--- config.mk ---
export PLATFORM = sky130hd
export DESIGN_NAME = atlas_rectangle_placer_top_flat
export DESIGN_NICKNAME = d
export VERILOG_FILES = /design/src/sv/arp_pkg.sv /design/src/sv/arp_chan_if.sv /design/src/sv/atlas_rectangle_placer_top.sv /design/src/sv/arp_ctrl.sv /design/src/sv/arp_dp.sv /design/src/flat_wrapper.sv
export SDC_FILE = /design/constraint.sdc
export NUM_CORES = 2
export LEC_CHECK = 0
export ABC_CLOCK_PERIOD_IN_PS = 7250
export BUFFER_PORTS_ARGS = -buffer_cell sky130_fd_sc_hd__buf_2
export CORE_UTILIZATION = 30
export CTS_CLUSTER_SIZE = 16
export DETAILED_ROUTE_END_ITERATION = 12
export HOLD_SLACK_MARGIN = 0.03
export SLEW_MARGIN = 20
export SYNTH_ARGS = -nofsm -noshare
export SYNTH_HDL_FRONTEND = slang
export SYNTH_SLANG_ARGS = --single-unit
--- constraint.sdc ---
create_clock -name clk -period 7.25 [get_ports clk]
set_clock_uncertainty 0.15 [all_clocks]
set_input_delay 0 -clock clk [delete_from_list [all_inputs] [get_ports clk]]
set_output_delay 0 -clock clk [all_outputs]
set_load 0.01 [all_outputs]
--- src/sv/arp_pkg.sv ---
// Shared types and constants of the atlas rectangle placer.
`default_nettype none

package arp_pkg;

    localparam int REQ_W  = 11;   // request size fields
    localparam int CFG_W  = 11;   // atlas size registers
    localparam int OUT_W  = 10;   // result coordinates
    localparam int SIDE_W = 12;   // pixel arithmetic, holds up to 4095

    localparam logic [CFG_W-1:0] CFG_SIDE_RESET = 11'd1024;

    localparam logic REG_ATLAS_WIDTH  = 1'b0;
    localparam logic REG_ATLAS_HEIGHT = 1'b1;

    localparam logic OP_ALLOC = 1'b0;
    localparam logic OP_CLEAR = 1'b1;

    typedef enum logic [3:0] {
        S_IDLE,
        S_DISP,
        S_DIV,
        S_CHK,
        S_YRD,
        S_CAND,
        S_ATT,
        S_WRD,
        S_WCHK,
        S_FIN,
        S_URD,
        S_UWR,
        S_RESP
    } arp_state_t;

    typedef struct packed {
        logic load_item;
        logic clear_store;
        logic div_step;
        logic y_init;
        logic rd_y;
        logic cand_load;
        logic att_next;
        logic win_init;
        logic rd_win;
        logic win_step;
        logic best_update;
        logic upd_init;
        logic rd_upd;
        logic upd_write;
        logic upd_step;
        logic out_load;
    } arp_cmd_t;

    typedef struct packed {
        logic op_clear;
        logic div_last;
        logic size_bad;
        logic y_done;
        logic cand_ok;
        logic att_last;
        logic conflict;
        logic win_last;
        logic found;
        logic upd_last;
        logic out_free;
    } arp_sts_t;

endpackage

`default_nettype wire

--- src/sv/arp_chan_if.sv ---
// Request and response channel interfaces of the atlas rectangle placer.
`default_nettype none

interface arp_in_if;
    import arp_pkg::*;

    logic             valid;
    logic             ready;
    logic             op;
    logic [REQ_W-1:0] req_width;
    logic [REQ_W-1:0] req_height;

    modport source (output valid, output op, output req_width, output req_height,
                    input ready);
    modport sink   (input valid, input op, input req_width, input req_height,
                    output ready);
endinterface

interface arp_out_if;
    import arp_pkg::*;

    logic             valid;
    logic             ready;
    logic             found;
    logic [OUT_W-1:0] dest_x;
    logic [OUT_W-1:0] dest_y;

    modport source (output valid, output found, output dest_x, output dest_y,
                    input ready);
    modport sink   (input valid, input found, input dest_x, input dest_y,
                    output ready);
endinterface

`default_nettype wire

--- src/sv/atlas_rectangle_placer_top.sv ---
// Top level of the atlas rectangle placer: sequencer plus datapath.
//
//  channel   dir  transfer on          payload
//  req_ch    in   valid & ready        op, req_width, req_height
//  rsp_ch    out  valid & ready        found, dest_x, dest_y
//  cfg       in   cfg_we               cfg_index, cfg_data
//
// An allocate scans the rows, checks the window of each candidate and,
// when placed, writes the span of every covered row; the window check
// reads one span row at a time from the single-port span store.
// A clear and a rejected size skip the scan.
// Reset empties the span store at once through per-row valid bits.
// One item is in work at a time; a finished result waits in the output
// register and the next request is taken meanwhile.
`default_nettype none

module atlas_rectangle_placer_top
    import arp_pkg::*;
#(
    parameter int GRID_CELL = 8,
    parameter int MAX_SIDE  = 1024
)
(
    input  wire logic             clk,
    input  wire logic             rst_n,
    arp_in_if.sink                req_ch,
    arp_out_if.source             rsp_ch,
    input  wire logic             cfg_we,
    input  wire logic             cfg_index,
    input  wire logic [CFG_W-1:0] cfg_data
);

    arp_cmd_t cmd;
    arp_sts_t sts;

    arp_ctrl u_ctrl (
        .clk       (clk),
        .rst_n     (rst_n),
        .req_valid (req_ch.valid),
        .req_ready (req_ch.ready),
        .sts       (sts),
        .cmd       (cmd)
    );

    arp_dp #(
        .GRID_CELL (GRID_CELL),
        .MAX_SIDE  (MAX_SIDE)
    ) u_dp (
        .clk        (clk),
        .rst_n      (rst_n),
        .cfg_we     (cfg_we),
        .cfg_index  (cfg_index),
        .cfg_data   (cfg_data),
        .req_op     (req_ch.op),
        .req_width  (req_ch.req_width),
        .req_height (req_ch.req_height),
        .out_ready  (rsp_ch.ready),
        .out_valid  (rsp_ch.valid),
        .out_found  (rsp_ch.found),
        .out_dest_x (rsp_ch.dest_x),
        .out_dest_y (rsp_ch.dest_y),
        .cmd        (cmd),
        .sts        (sts)
    );

endmodule

`default_nettype wire

--- src/sv/arp_ctrl.sv ---
// Sequencer of the atlas rectangle placer: scan, window check and span update.
`default_nettype none

module arp_ctrl
    import arp_pkg::*;
(
    input  wire logic     clk,
    input  wire logic     rst_n,
    input  wire logic     req_valid,
    output logic          req_ready,
    input  wire arp_sts_t sts,
    output arp_cmd_t      cmd
);

    arp_state_t state_reg;
    arp_state_t state_next;

    always_ff @(posedge clk or negedge rst_n)
    begin
        if (!rst_n)
        begin
            state_reg <= S_IDLE;
        end
        else
        begin
            state_reg <= state_next;
        end
    end

    always_comb
    begin
        state_next = state_reg;
        cmd        = '0;
        req_ready  = 1'b0;
        case (state_reg)
            S_IDLE:
            begin
                req_ready = 1'b1;
                if (req_valid)
                begin
                    cmd.load_item = 1'b1;
                    state_next    = S_DISP;
                end
            end
            S_DISP:
            begin
                if (sts.op_clear)
                begin
                    cmd.clear_store = 1'b1;
                    state_next      = S_RESP;
                end
                else
                begin
                    state_next = S_DIV;
                end
            end
            S_DIV:
            begin
                cmd.div_step = 1'b1;
                if (sts.div_last)
                begin
                    state_next = S_CHK;
                end
            end
            S_CHK:
            begin
                if (sts.size_bad)
                begin
                    state_next = S_RESP;
                end
                else
                begin
                    cmd.y_init = 1'b1;
                    state_next = S_YRD;
                end
            end
            S_YRD:
            begin
                if (sts.y_done)
                begin
                    state_next = S_FIN;
                end
                else
                begin
                    cmd.rd_y   = 1'b1;
                    state_next = S_CAND;
                end
            end
            S_CAND:
            begin
                cmd.cand_load = 1'b1;
                state_next    = S_ATT;
            end
            S_ATT:
            begin
                if (sts.cand_ok)
                begin
                    cmd.win_init = 1'b1;
                    state_next   = S_WRD;
                end
                else
                begin
                    cmd.att_next = 1'b1;
                    state_next   = sts.att_last ? S_YRD : S_ATT;
                end
            end
            S_WRD:
            begin
                cmd.rd_win = 1'b1;
                state_next = S_WCHK;
            end
            S_WCHK:
            begin
                if (sts.conflict)
                begin
                    cmd.att_next = 1'b1;
                    state_next   = sts.att_last ? S_YRD : S_ATT;
                end
                else if (sts.win_last)
                begin
                    cmd.best_update = 1'b1;
                    cmd.att_next    = 1'b1;
                    state_next      = sts.att_last ? S_YRD : S_ATT;
                end
                else
                begin
                    cmd.win_step = 1'b1;
                    state_next   = S_WRD;
                end
            end
            S_FIN:
            begin
                if (sts.found)
                begin
                    cmd.upd_init = 1'b1;
                    state_next   = S_URD;
                end
                else
                begin
                    state_next = S_RESP;
                end
            end
            S_URD:
            begin
                cmd.rd_upd = 1'b1;
                state_next = S_UWR;
            end
            S_UWR:
            begin
                cmd.upd_write = 1'b1;
                if (sts.upd_last)
                begin
                    state_next = S_RESP;
                end
                else
                begin
                    cmd.upd_step = 1'b1;
                    state_next   = S_URD;
                end
            end
            S_RESP:
            begin
                if (sts.out_free)
                begin
                    cmd.out_load = 1'b1;
                    state_next   = S_IDLE;
                end
            end
            default:
            begin
                state_next = S_IDLE;
            end
        endcase
    end

endmodule

`default_nettype wire

--- src/sv/arp_dp.sv ---
// Datapath of the atlas rectangle placer: span store, cell counts, candidate and window logic.
`default_nettype none

module arp_dp
    import arp_pkg::*;
#(
    parameter int GRID_CELL = 8,
    parameter int MAX_SIDE  = 1024
)
(
    input  wire logic             clk,
    input  wire logic             rst_n,
    input  wire logic             cfg_we,
    input  wire logic             cfg_index,
    input  wire logic [CFG_W-1:0] cfg_data,
    input  wire logic             req_op,
    input  wire logic [REQ_W-1:0] req_width,
    input  wire logic [REQ_W-1:0] req_height,
    input  wire logic             out_ready,
    output logic                  out_valid,
    output logic                  out_found,
    output logic [OUT_W-1:0]      out_dest_x,
    output logic [OUT_W-1:0]      out_dest_y,
    input  wire arp_cmd_t         cmd,
    output arp_sts_t              sts
);

    localparam int NCELLS = MAX_SIDE / GRID_CELL;
    localparam int ROW_W  = (NCELLS > 1) ? $clog2(NCELLS) : 1;
    localparam int CNT_W  = $clog2(NCELLS + 2);
    localparam int SPAN_W = $clog2(NCELLS + 1);
    localparam int DIV_W  = SIDE_W;
    localparam int RCP_SH = DIV_W + $clog2(GRID_CELL) + 1;
    localparam int RCP_W  = RCP_SH + 1;
    localparam int QP_W   = DIV_W + RCP_W;
    localparam logic [RCP_W-1:0] RCP_MUL =
        RCP_W'(((64'd1 << RCP_SH) + 64'(GRID_CELL - 1)) / 64'(GRID_CELL));
    localparam int PROD_W = CNT_W + 11;
    localparam int NLANE  = 4;

    // configuration
    logic [CFG_W-1:0]  aw_reg;
    logic [CFG_W-1:0]  ah_reg;
    logic [SIDE_W-1:0] aw_eff;
    logic [SIDE_W-1:0] ah_eff;

    always_ff @(posedge clk or negedge rst_n)
    begin
        if (!rst_n)
        begin
            aw_reg <= CFG_SIDE_RESET;
            ah_reg <= CFG_SIDE_RESET;
        end
        else if (cfg_we)
        begin
            if (cfg_index == REG_ATLAS_WIDTH)
            begin
                aw_reg <= cfg_data;
            end
            if (cfg_index == REG_ATLAS_HEIGHT)
            begin
                ah_reg <= cfg_data;
            end
        end
    end

    assign aw_eff = (SIDE_W'(aw_reg) > SIDE_W'(MAX_SIDE)) ? SIDE_W'(MAX_SIDE)
                                                          : SIDE_W'(aw_reg);
    assign ah_eff = (SIDE_W'(ah_reg) > SIDE_W'(MAX_SIDE)) ? SIDE_W'(MAX_SIDE)
                                                          : SIDE_W'(ah_reg);

    // item
    logic             op_reg;
    logic [REQ_W-1:0] w_reg;
    logic [REQ_W-1:0] h_reg;

    always_ff @(posedge clk)
    begin
        if (cmd.load_item)
        begin
            op_reg <= req_op;
            w_reg  <= req_width;
            h_reg  <= req_height;
        end
    end

    // cell counts by reciprocal multiplication, four lanes: ceil w, ceil h, floor aw, floor ah
    logic [DIV_W-1:0] num_reg [NLANE];
    logic [QP_W-1:0]  qprod   [NLANE];

    always_comb
    begin
        for (int i = 0; i < NLANE; i++)
        begin
            qprod[i] = QP_W'(num_reg[i]) * QP_W'(RCP_MUL);
        end
    end

    always_ff @(posedge clk)
    begin
        if (cmd.load_item)
        begin
            num_reg[0] <= SIDE_W'(req_width) + SIDE_W'(GRID_CELL - 1);
            num_reg[1] <= SIDE_W'(req_height) + SIDE_W'(GRID_CELL - 1);
            num_reg[2] <= aw_eff;
            num_reg[3] <= ah_eff;
        end
        else if (cmd.div_step)
        begin
            for (int i = 0; i < NLANE; i++)
            begin
                num_reg[i] <= qprod[i][RCP_SH +: DIV_W];
            end
        end
    end

    logic [CNT_W-1:0] cw;
    logic [CNT_W-1:0] ch;
    logic [CNT_W-1:0] cols;
    logic [CNT_W-1:0] rows;

    // only used once the size check has passed, so the cell counts fit
    assign cw   = CNT_W'(num_reg[0]);
    assign ch   = CNT_W'(num_reg[1]);
    assign cols = CNT_W'(num_reg[2]);
    assign rows = CNT_W'(num_reg[3]);

    // span store; valid bits make an unwritten or cleared row read as empty
    logic [SPAN_W-1:0] mem_l [NCELLS];
    logic [SPAN_W-1:0] mem_r [NCELLS];
    logic [NCELLS-1:0] vld_reg;
    logic [SPAN_W-1:0] rl_q;
    logic [SPAN_W-1:0] rr_q;
    logic              vq_q;
    logic [ROW_W-1:0]  addr;
    logic              rd_en;
    logic [SPAN_W-1:0] ul;
    logic [SPAN_W-1:0] ur;

    logic [CNT_W-1:0] y_reg;
    logic             att_reg;
    logic [CNT_W-1:0] r_reg;
    logic [CNT_W-1:0] wend_reg;
    logic [CNT_W-1:0] cx_reg  [2];
    logic             cok_reg [2];
    logic             found_reg;
    logic [CNT_W-1:0] bx_reg;
    logic [CNT_W-1:0] by_reg;

    assign addr  = cmd.rd_y ? y_reg[ROW_W-1:0] : r_reg[ROW_W-1:0];
    assign rd_en = cmd.rd_y | cmd.rd_win | cmd.rd_upd;

    always_ff @(posedge clk)
    begin
        if (rd_en)
        begin
            rl_q <= mem_l[addr];
            rr_q <= mem_r[addr];
            vq_q <= vld_reg[addr];
        end
        if (cmd.upd_write)
        begin
            mem_l[addr] <= ul;
            mem_r[addr] <= ur;
        end
    end

    always_ff @(posedge clk or negedge rst_n)
    begin
        if (!rst_n)
        begin
            vld_reg <= '0;
        end
        else if (cmd.clear_store)
        begin
            vld_reg <= '0;
        end
        else if (cmd.upd_write)
        begin
            vld_reg[addr] <= 1'b1;
        end
    end

    logic [CNT_W-1:0] sl;
    logic [CNT_W-1:0] sr;

    assign sl = vq_q ? CNT_W'(rl_q) : '0;
    assign sr = vq_q ? CNT_W'(rr_q) : '0;

    // candidate columns from the row just read
    logic [CNT_W:0]   cw1;
    logic [CNT_W:0]   x0;
    logic [CNT_W:0]   x1;
    logic             ok0;
    logic             ok1;

    assign cw1 = (CNT_W+1)'(cw) + 1'b1;
    assign x0  = (CNT_W+1)'(sl) - cw1;
    assign x1  = (sr == '0) ? '0 : (CNT_W+1)'(sr) + 1'b1;
    assign ok0 = ((CNT_W+1)'(sl) >= cw1)
                 && ((CNT_W+2)'(x0) + (CNT_W+2)'(cw) <= (CNT_W+2)'(cols));
    assign ok1 = (CNT_W+2)'(x1) + (CNT_W+2)'(cw) <= (CNT_W+2)'(cols);

    logic [CNT_W-1:0] xa;
    logic [CNT_W:0]   ych;
    logic [CNT_W-1:0] rows_m1;
    logic [CNT_W-1:0] wend;

    assign xa      = cx_reg[att_reg];
    assign ych     = (CNT_W+1)'(y_reg) + (CNT_W+1)'(ch);
    assign rows_m1 = rows - 1'b1;
    assign wend    = (ych > (CNT_W+1)'(rows_m1)) ? rows_m1 : CNT_W'(ych);

    // update values for the covered rows
    logic [CNT_W:0] bxe;

    assign bxe = (CNT_W+1)'(bx_reg) + (CNT_W+1)'(cw);

    always_comb
    begin
        if (vq_q && (rr_q != '0))
        begin
            ul = (CNT_W'(rl_q) > bx_reg) ? SPAN_W'(bx_reg) : rl_q;
            ur = ((CNT_W+1)'(rr_q) < bxe) ? SPAN_W'(bxe) : rr_q;
        end
        else
        begin
            ul = SPAN_W'(bx_reg);
            ur = SPAN_W'(bxe);
        end
    end

    always_ff @(posedge clk or negedge rst_n)
    begin
        if (!rst_n)
        begin
            found_reg <= 1'b0;
            att_reg   <= 1'b0;
        end
        else
        begin
            if (cmd.load_item)
            begin
                found_reg <= 1'b0;
            end
            else if (cmd.best_update)
            begin
                found_reg <= 1'b1;
            end
            if (cmd.y_init)
            begin
                att_reg <= 1'b0;
            end
            else if (cmd.att_next)
            begin
                att_reg <= ~att_reg;
            end
        end
    end

    always_ff @(posedge clk)
    begin
        if (cmd.y_init)
        begin
            y_reg <= '0;
        end
        else if (cmd.att_next && att_reg)
        begin
            y_reg <= y_reg + 1'b1;
        end
        if (cmd.cand_load)
        begin
            cx_reg[0]  <= CNT_W'(x0);
            cx_reg[1]  <= CNT_W'(x1);
            cok_reg[0] <= ok0;
            cok_reg[1] <= ok1;
        end
        if (cmd.win_init)
        begin
            r_reg    <= (y_reg == '0) ? '0 : y_reg - 1'b1;
            wend_reg <= wend;
        end
        else if (cmd.upd_init)
        begin
            r_reg <= by_reg;
        end
        else if (cmd.win_step || cmd.upd_step)
        begin
            r_reg <= r_reg + 1'b1;
        end
        if (cmd.best_update)
        begin
            bx_reg <= xa;
            by_reg <= y_reg;
        end
    end

    // result register
    logic             out_valid_reg;
    logic             out_found_reg;
    logic [OUT_W-1:0] out_x_reg;
    logic [OUT_W-1:0] out_y_reg;
    logic [PROD_W-1:0] prod_x;
    logic [PROD_W-1:0] prod_y;

    assign prod_x = PROD_W'(bx_reg) * PROD_W'(GRID_CELL);
    assign prod_y = PROD_W'(by_reg) * PROD_W'(GRID_CELL);

    always_ff @(posedge clk or negedge rst_n)
    begin
        if (!rst_n)
        begin
            out_valid_reg <= 1'b0;
        end
        else if (cmd.out_load)
        begin
            out_valid_reg <= 1'b1;
        end
        else if (out_ready)
        begin
            out_valid_reg <= 1'b0;
        end
    end

    always_ff @(posedge clk)
    begin
        if (cmd.out_load)
        begin
            out_found_reg <= found_reg;
            out_x_reg     <= found_reg ? prod_x[OUT_W-1:0] : '0;
            out_y_reg     <= found_reg ? prod_y[OUT_W-1:0] : '0;
        end
    end

    assign out_valid  = out_valid_reg;
    assign out_found  = out_found_reg;
    assign out_dest_x = out_x_reg;
    assign out_dest_y = out_y_reg;

    // status
    always_comb
    begin
        sts          = '0;
        sts.op_clear = (op_reg == OP_CLEAR);
        sts.div_last = 1'b1;
        sts.size_bad = (w_reg == '0) || (SIDE_W'(w_reg) > aw_eff)
                       || (h_reg == '0) || (SIDE_W'(h_reg) > ah_eff);
        sts.y_done   = ych > (CNT_W+1)'(rows);
        sts.cand_ok  = cok_reg[att_reg] && (!found_reg || (xa < bx_reg));
        sts.att_last = att_reg;
        sts.conflict = (sr != '0)
                       && ((CNT_W+2)'(sr) + 1'b1 > (CNT_W+2)'(xa))
                       && ((CNT_W+2)'(xa) + (CNT_W+2)'(cw) + 1'b1 > (CNT_W+2)'(sl));
        sts.win_last = (r_reg == wend_reg);
        sts.found    = found_reg;
        sts.upd_last = ((CNT_W+1)'(r_reg) + 1'b1)
                       == ((CNT_W+1)'(by_reg) + (CNT_W+1)'(ch));
        sts.out_free = !out_valid_reg || out_ready;
    end

    a_clear_empties: assert property (@(posedge clk) disable iff (!rst_n)
        cmd.clear_store |=> (vld_reg == '0))
        else $error("span store not empty after clear");

    a_best_improves: assert property (@(posedge clk) disable iff (!rst_n)
        cmd.best_update |-> (!found_reg || (xa < bx_reg)))
        else $error("best position replaced by one that is not further left");

    a_update_in_band: assert property (@(posedge clk) disable iff (!rst_n)
        cmd.upd_write |-> (found_reg
            && ((CNT_W+1)'(r_reg) < (CNT_W+1)'(by_reg) + (CNT_W+1)'(ch))))
        else $error("span written outside the placed band");

    a_miss_is_zero: assert property (@(posedge clk) disable iff (!rst_n)
        (cmd.out_load && !found_reg) |=> (out_x_reg == '0 && out_y_reg == '0))
        else $error("failed placement carries a nonzero position");

endmodule

`default_nettype wire

--- src/flat_wrapper.sv ---
// flat-port wrapper written by rule: the top's interface ports become plain ports
module atlas_rectangle_placer_top_flat import arp_pkg::*;
#(
    parameter int GRID_CELL = 8,
    parameter int MAX_SIDE  = 1024
)
  (clk, rst_n, cfg_we, cfg_index, cfg_data, req_ch_valid, req_ch_op, req_ch_req_width, req_ch_req_height, req_ch_ready, rsp_ch_valid, rsp_ch_found, rsp_ch_dest_x, rsp_ch_dest_y, rsp_ch_ready);
  arp_in_if req_ch_i ();
  arp_out_if rsp_ch_i ();
  input  wire logic clk;
  input  wire logic rst_n;
  input  wire logic cfg_we;
  input  wire logic cfg_index;
  input  wire logic [CFG_W-1:0] cfg_data;
  input wire logic [$bits(req_ch_i.valid)-1:0] req_ch_valid;
  input wire logic [$bits(req_ch_i.op)-1:0] req_ch_op;
  input wire logic [$bits(req_ch_i.req_width)-1:0] req_ch_req_width;
  input wire logic [$bits(req_ch_i.req_height)-1:0] req_ch_req_height;
  output wire logic [$bits(req_ch_i.ready)-1:0] req_ch_ready;
  output wire logic [$bits(rsp_ch_i.valid)-1:0] rsp_ch_valid;
  output wire logic [$bits(rsp_ch_i.found)-1:0] rsp_ch_found;
  output wire logic [$bits(rsp_ch_i.dest_x)-1:0] rsp_ch_dest_x;
  output wire logic [$bits(rsp_ch_i.dest_y)-1:0] rsp_ch_dest_y;
  input wire logic [$bits(rsp_ch_i.ready)-1:0] rsp_ch_ready;
  assign req_ch_i.valid = req_ch_valid;
  assign req_ch_i.op = req_ch_op;
  assign req_ch_i.req_width = req_ch_req_width;
  assign req_ch_i.req_height = req_ch_req_height;
  assign req_ch_ready = req_ch_i.ready;
  assign rsp_ch_valid = rsp_ch_i.valid;
  assign rsp_ch_found = rsp_ch_i.found;
  assign rsp_ch_dest_x = rsp_ch_i.dest_x;
  assign rsp_ch_dest_y = rsp_ch_i.dest_y;
  assign rsp_ch_i.ready = rsp_ch_ready;
  atlas_rectangle_placer_top #(.GRID_CELL(GRID_CELL), .MAX_SIDE(MAX_SIDE)) u_core (.clk(clk), .rst_n(rst_n), .req_ch(req_ch_i), .rsp_ch(rsp_ch_i), .cfg_we(cfg_we), .cfg_index(cfg_index), .cfg_data(cfg_data));
endmodule
==> metrics.txt <==
Slew Limit Fails=0; violated checks=antenna rules; Layout Cells excl Fill=11,200; number of storage elements in the synthesis netlist=2,364; Util after Layout=36.0%; sort of element at the start of the critical path=flop; tightest slew margin relative to the limit=24.3%; number of placed instances with taps included=10,700; Switching Fraction=35.9%; final setup vio count=0; grt ovf=0; count of distinct cell types in the synthesized netlist=65; path category of the worst min-delay check=in2reg; CTS H-tree lvls=4; kind of capture point of the worst setup path=flop; PD cells=427 nW/um2; TritonCTS clock tree=built; Cell Int Power=31.7 mW; Post-CTS Repair Setup Buffers=0; Final nets=6,904; synthesized instance count=6,145; asr flop ratio synth=6.64%; cell at the root of the clock tree=clkbuf_16; number of buffers added on ports=56; MaxCap Viol Count=0; # clock sinks=2,364; worst setup slack after layout=0.299 ns; detail-routed via count per cell=5.15; horizontal die dimension=572 um; area grow syn2layout=18.9%; deepest clock path buffer count=4; Worst-Margin Slew=1.13 ns; switching power=17.8 mW; worst IR drop on VDD=462 uV; Max stage delay on crit path=0.64 ns; vertical die dimension=572 um; WP buf/inv=4; number of warnings issued by yosys=0; final WL=275,000 um; maximum fanout along the worst path=36; Worst path most repeated cell=a21oi_1; number of antenna-violating nets in the routed design=1; arrival time of data at the critical path endpoint=7.40 ns; post-synthesis instance area=97,400 um2; critical path data required time=7.70 ns; crit-path leading delay family=compound AO/OA/AOI/OAI gates; initial antenna violation count=10; area leader, netlist=edfxtp_1; cell area after layout=116,000 um2; worst slack at placement=0.338 ns; DR WL/cell=24.5 um; most frequent cells in the layout=2,191 x edfxtp_1, 1,116 x mux2i_1, 550 x o22ai_1; placer congestion estimate=0.841; most common cell after layout, fill and taps aside=edfxtp_1; global-route wire length before repair=395,000 um; total placed instance area=107,000 um2; number of top-level pins=63; area share of the largest cell type after synthesis=67.5%; clock insertion delay at the later pin of the skew report=0.92 ns; starting density of the core=30.2%; share of layout cells above drive strength 1=14.6%; vias in the first global route=56,400; GRT Util Overall=16.3%; row cnt=208; violation count after the first detailed-routing iteration=5,794; result of the run=complete, but fails checks; detailed-router iteration count before antenna repair=6; top cells by area, synth=edfxtp_1 68%, mux2i_1 12%, dfrtp_1 4.0%, o22ai_1 3.5%, ha_1 2.0%; Core Area=322,000 um2; upper clock frequency limit=0.144 GHz; number of enable-type register cells in the synthesized netlist=2,191; P_leak=41.4 nW; portion of total power attributed to the clock network=25.5%; Fin. Hold Viols=0; sequential share of power=37.7%; clock transition at the register clock pins on the worst setup and hold paths after CTS=0.06 ns; mean cell area of the mapped netlist=15.9 um2; TritonCTS buffer count=240; Setup CP Type=reg2reg; Period Utilization, post-route=95.9%; prevailing post-synth register cell=edfxtp_1; slowest stage cell, crit path=or4_1; RSZ-0062 raised after global routing=false; relative contribution of combinational cells to total power=36.8%; hpwl dp=170,000 um; die area=327,000 um2; share of the yosys chip area belonging to registers=71.9%; DRC Markers=0; maximum number of pins on one net before global-route repair=129; overall via count from detail_route=57,700; minimum clock period after layout=6.95 ns; crit-path cells=ha_1, a21o_1, a21oi_1, o21bai_1, a21oi_1, o21bai_1, a21oi_1, xor2_1, inv_1, ha_1, a21oi_1, nand2_1, nor4_4, o311ai_4, mux2i_4, buf_12, buf_12, buf_12, mux2i_1, o22ai_1, o21ai_0, a41oi_1, or4_1
==> metrics by stage <==
stage | total power [mW] | hold slack, ns | setup TNS (ns)
2_1_floorplan | 29.5 | -0.446 | -829.97
3_3_place_gp | 36.6 | -0.139 | 0
3_5_place_dp | 37.0 | -0.137 | 0
4_1_cts | 49.6 | 0.0356 | 0
5_1_grt | 51.3 | 0.103 | 0
6_report | 49.5 | 0.0832 | 0
==> worst register-to-register path, stage by stage (launching register included) <==
cell      delay, ns
edfxtp_1       0.49
ha_1           0.35
a21o_1         0.16
a21oi_1        0.23
o21bai_1       0.10
a21oi_1        0.24
o21bai_1       0.10
a21oi_1        0.19
xor2_1         0.22
inv_1          0.09
ha_1           0.31
a21oi_1        0.16
nand2_1        0.11
nor4_4         0.38
o311ai_4       0.18
mux2i_4        0.28
buf_12         0.24
buf_12         0.31
buf_12         0.31
mux2i_1        0.24
o22ai_1        0.17
o21ai_0        0.59
a41oi_1        0.50
or4_1          0.64
==> cells in the mapped netlist (all sizes together), types with 24 or more instances <==
| cell | instances |
|---|---|
| o21a | 118 |
| a21o | 34 |
| nand2 | 132 |
| mux2 | 27 |
| xor2 | 39 |
| nand3 | 55 |
| nand4 | 28 |
| dfrtp | 155 |
| o22ai | 551 |
| and2 | 26 |
| inv | 111 |
| clkbuf | 193 |
| a41oi | 69 |
| buf | 165 |
| nor2 | 246 |
| a21oi | 73 |
| ha | 158 |
| mux2i | 1123 |
| xnor2 | 63 |
| nand2b | 24 |
| o21ai | 371 |
| edfxtp | 2191 |
==> power by group through the flow <==
stage | combinational [mW] | clock [mW] | sequential (mW)
floorplan | 10.3 | 0 | 19.2
global placement | 17.7 | 0 | 18.9
detailed placement | 18.1 | 0 | 18.9
CTS | 18.2 | 12.8 | 18.6
global route | 19.3 | 13.3 | 18.7
finish | 18.2 | 12.6 | 18.6
==> final cells by class <==
cell class | instances | area (um2)
tap | 4305 | 5390
clock inverter | 120 | 1410
clock buffer | 321 | 6640
inverter | 111 | 417
timing repair buffer | 665 | 6230
fill | 30100 | 206000
antenna | 13 | 32.5
multi-input combinational | 3317 | 25700
sequential | 2364 | 70000
==> logic make-up after synthesis <==
group | count (synthesis) | share of synthesized area [%]
AO/OA/AOI/OAI | 1283 | 8.18
XOR/XNOR | 102 | 0.917
adder cells (fa/ha/maj) | 165 | 2.17
buffers and inverters | 469 | 2.06
flip-flops | 2364 | 71.9
multiplexers | 1150 | 11.8
other | 1 | 0.00385
AND/OR/NAND/NOR | 611 | 2.91
==> per-layer routing <==
layer	part of all wire (%)	vias up	global-route usage (%)
li1	-	25300	-
met1	44	29800	22.9
met2	47	2198	26.4
met3	7.1	370	2.32
met4	2.6	6	4.54
met5	0.014	-	0
==> timing repair <==
action / in CTS / in global routing
hold buffers: 83 / 0
setup endpoints to repair: 0 / 1
resized for setup: 0 / 1
hold endpoints to repair: 273 / 0
==> path summary, 6_finish.rpt <==
| check | start | end | slack, ns | depth (start not counted) |
|---|---|---|---|---|
| worst min register to register | u_core.u_dp.num_reg[0][11]$_SDFFE_PP0P_ | u_core.u_dp.num_reg[0][11]$_SDFFE_PP0P_ | 0.33 | 2 |
| max in group asynchronous | rst_n | u_core.u_dp.vld_reg[45]$_DFFE_PN0P_ | 5.93 | 4 |
| worst min-delay path | req_ch_req_width[7] | u_core.u_dp.num_reg[0][7]$_DFFE_PP_ | 0.08 | 4 |
| min in group asynchronous | rst_n | u_core.u_dp.vld_reg[80]$_DFFE_PN0P_ | 0.24 | 4 |
| worst max-delay path | u_core.u_dp.num_reg[1][1]$_DFFE_PP_ | u_core.u_dp.rr_q[6]$_DFFE_PP_ | 0.30 | 23 |
| worst max register to register | u_core.u_dp.num_reg[1][1]$_DFFE_PP_ | u_core.u_dp.rr_q[6]$_DFFE_PP_ | 0.30 | 23 |
(Power assumes the default switching activity.)
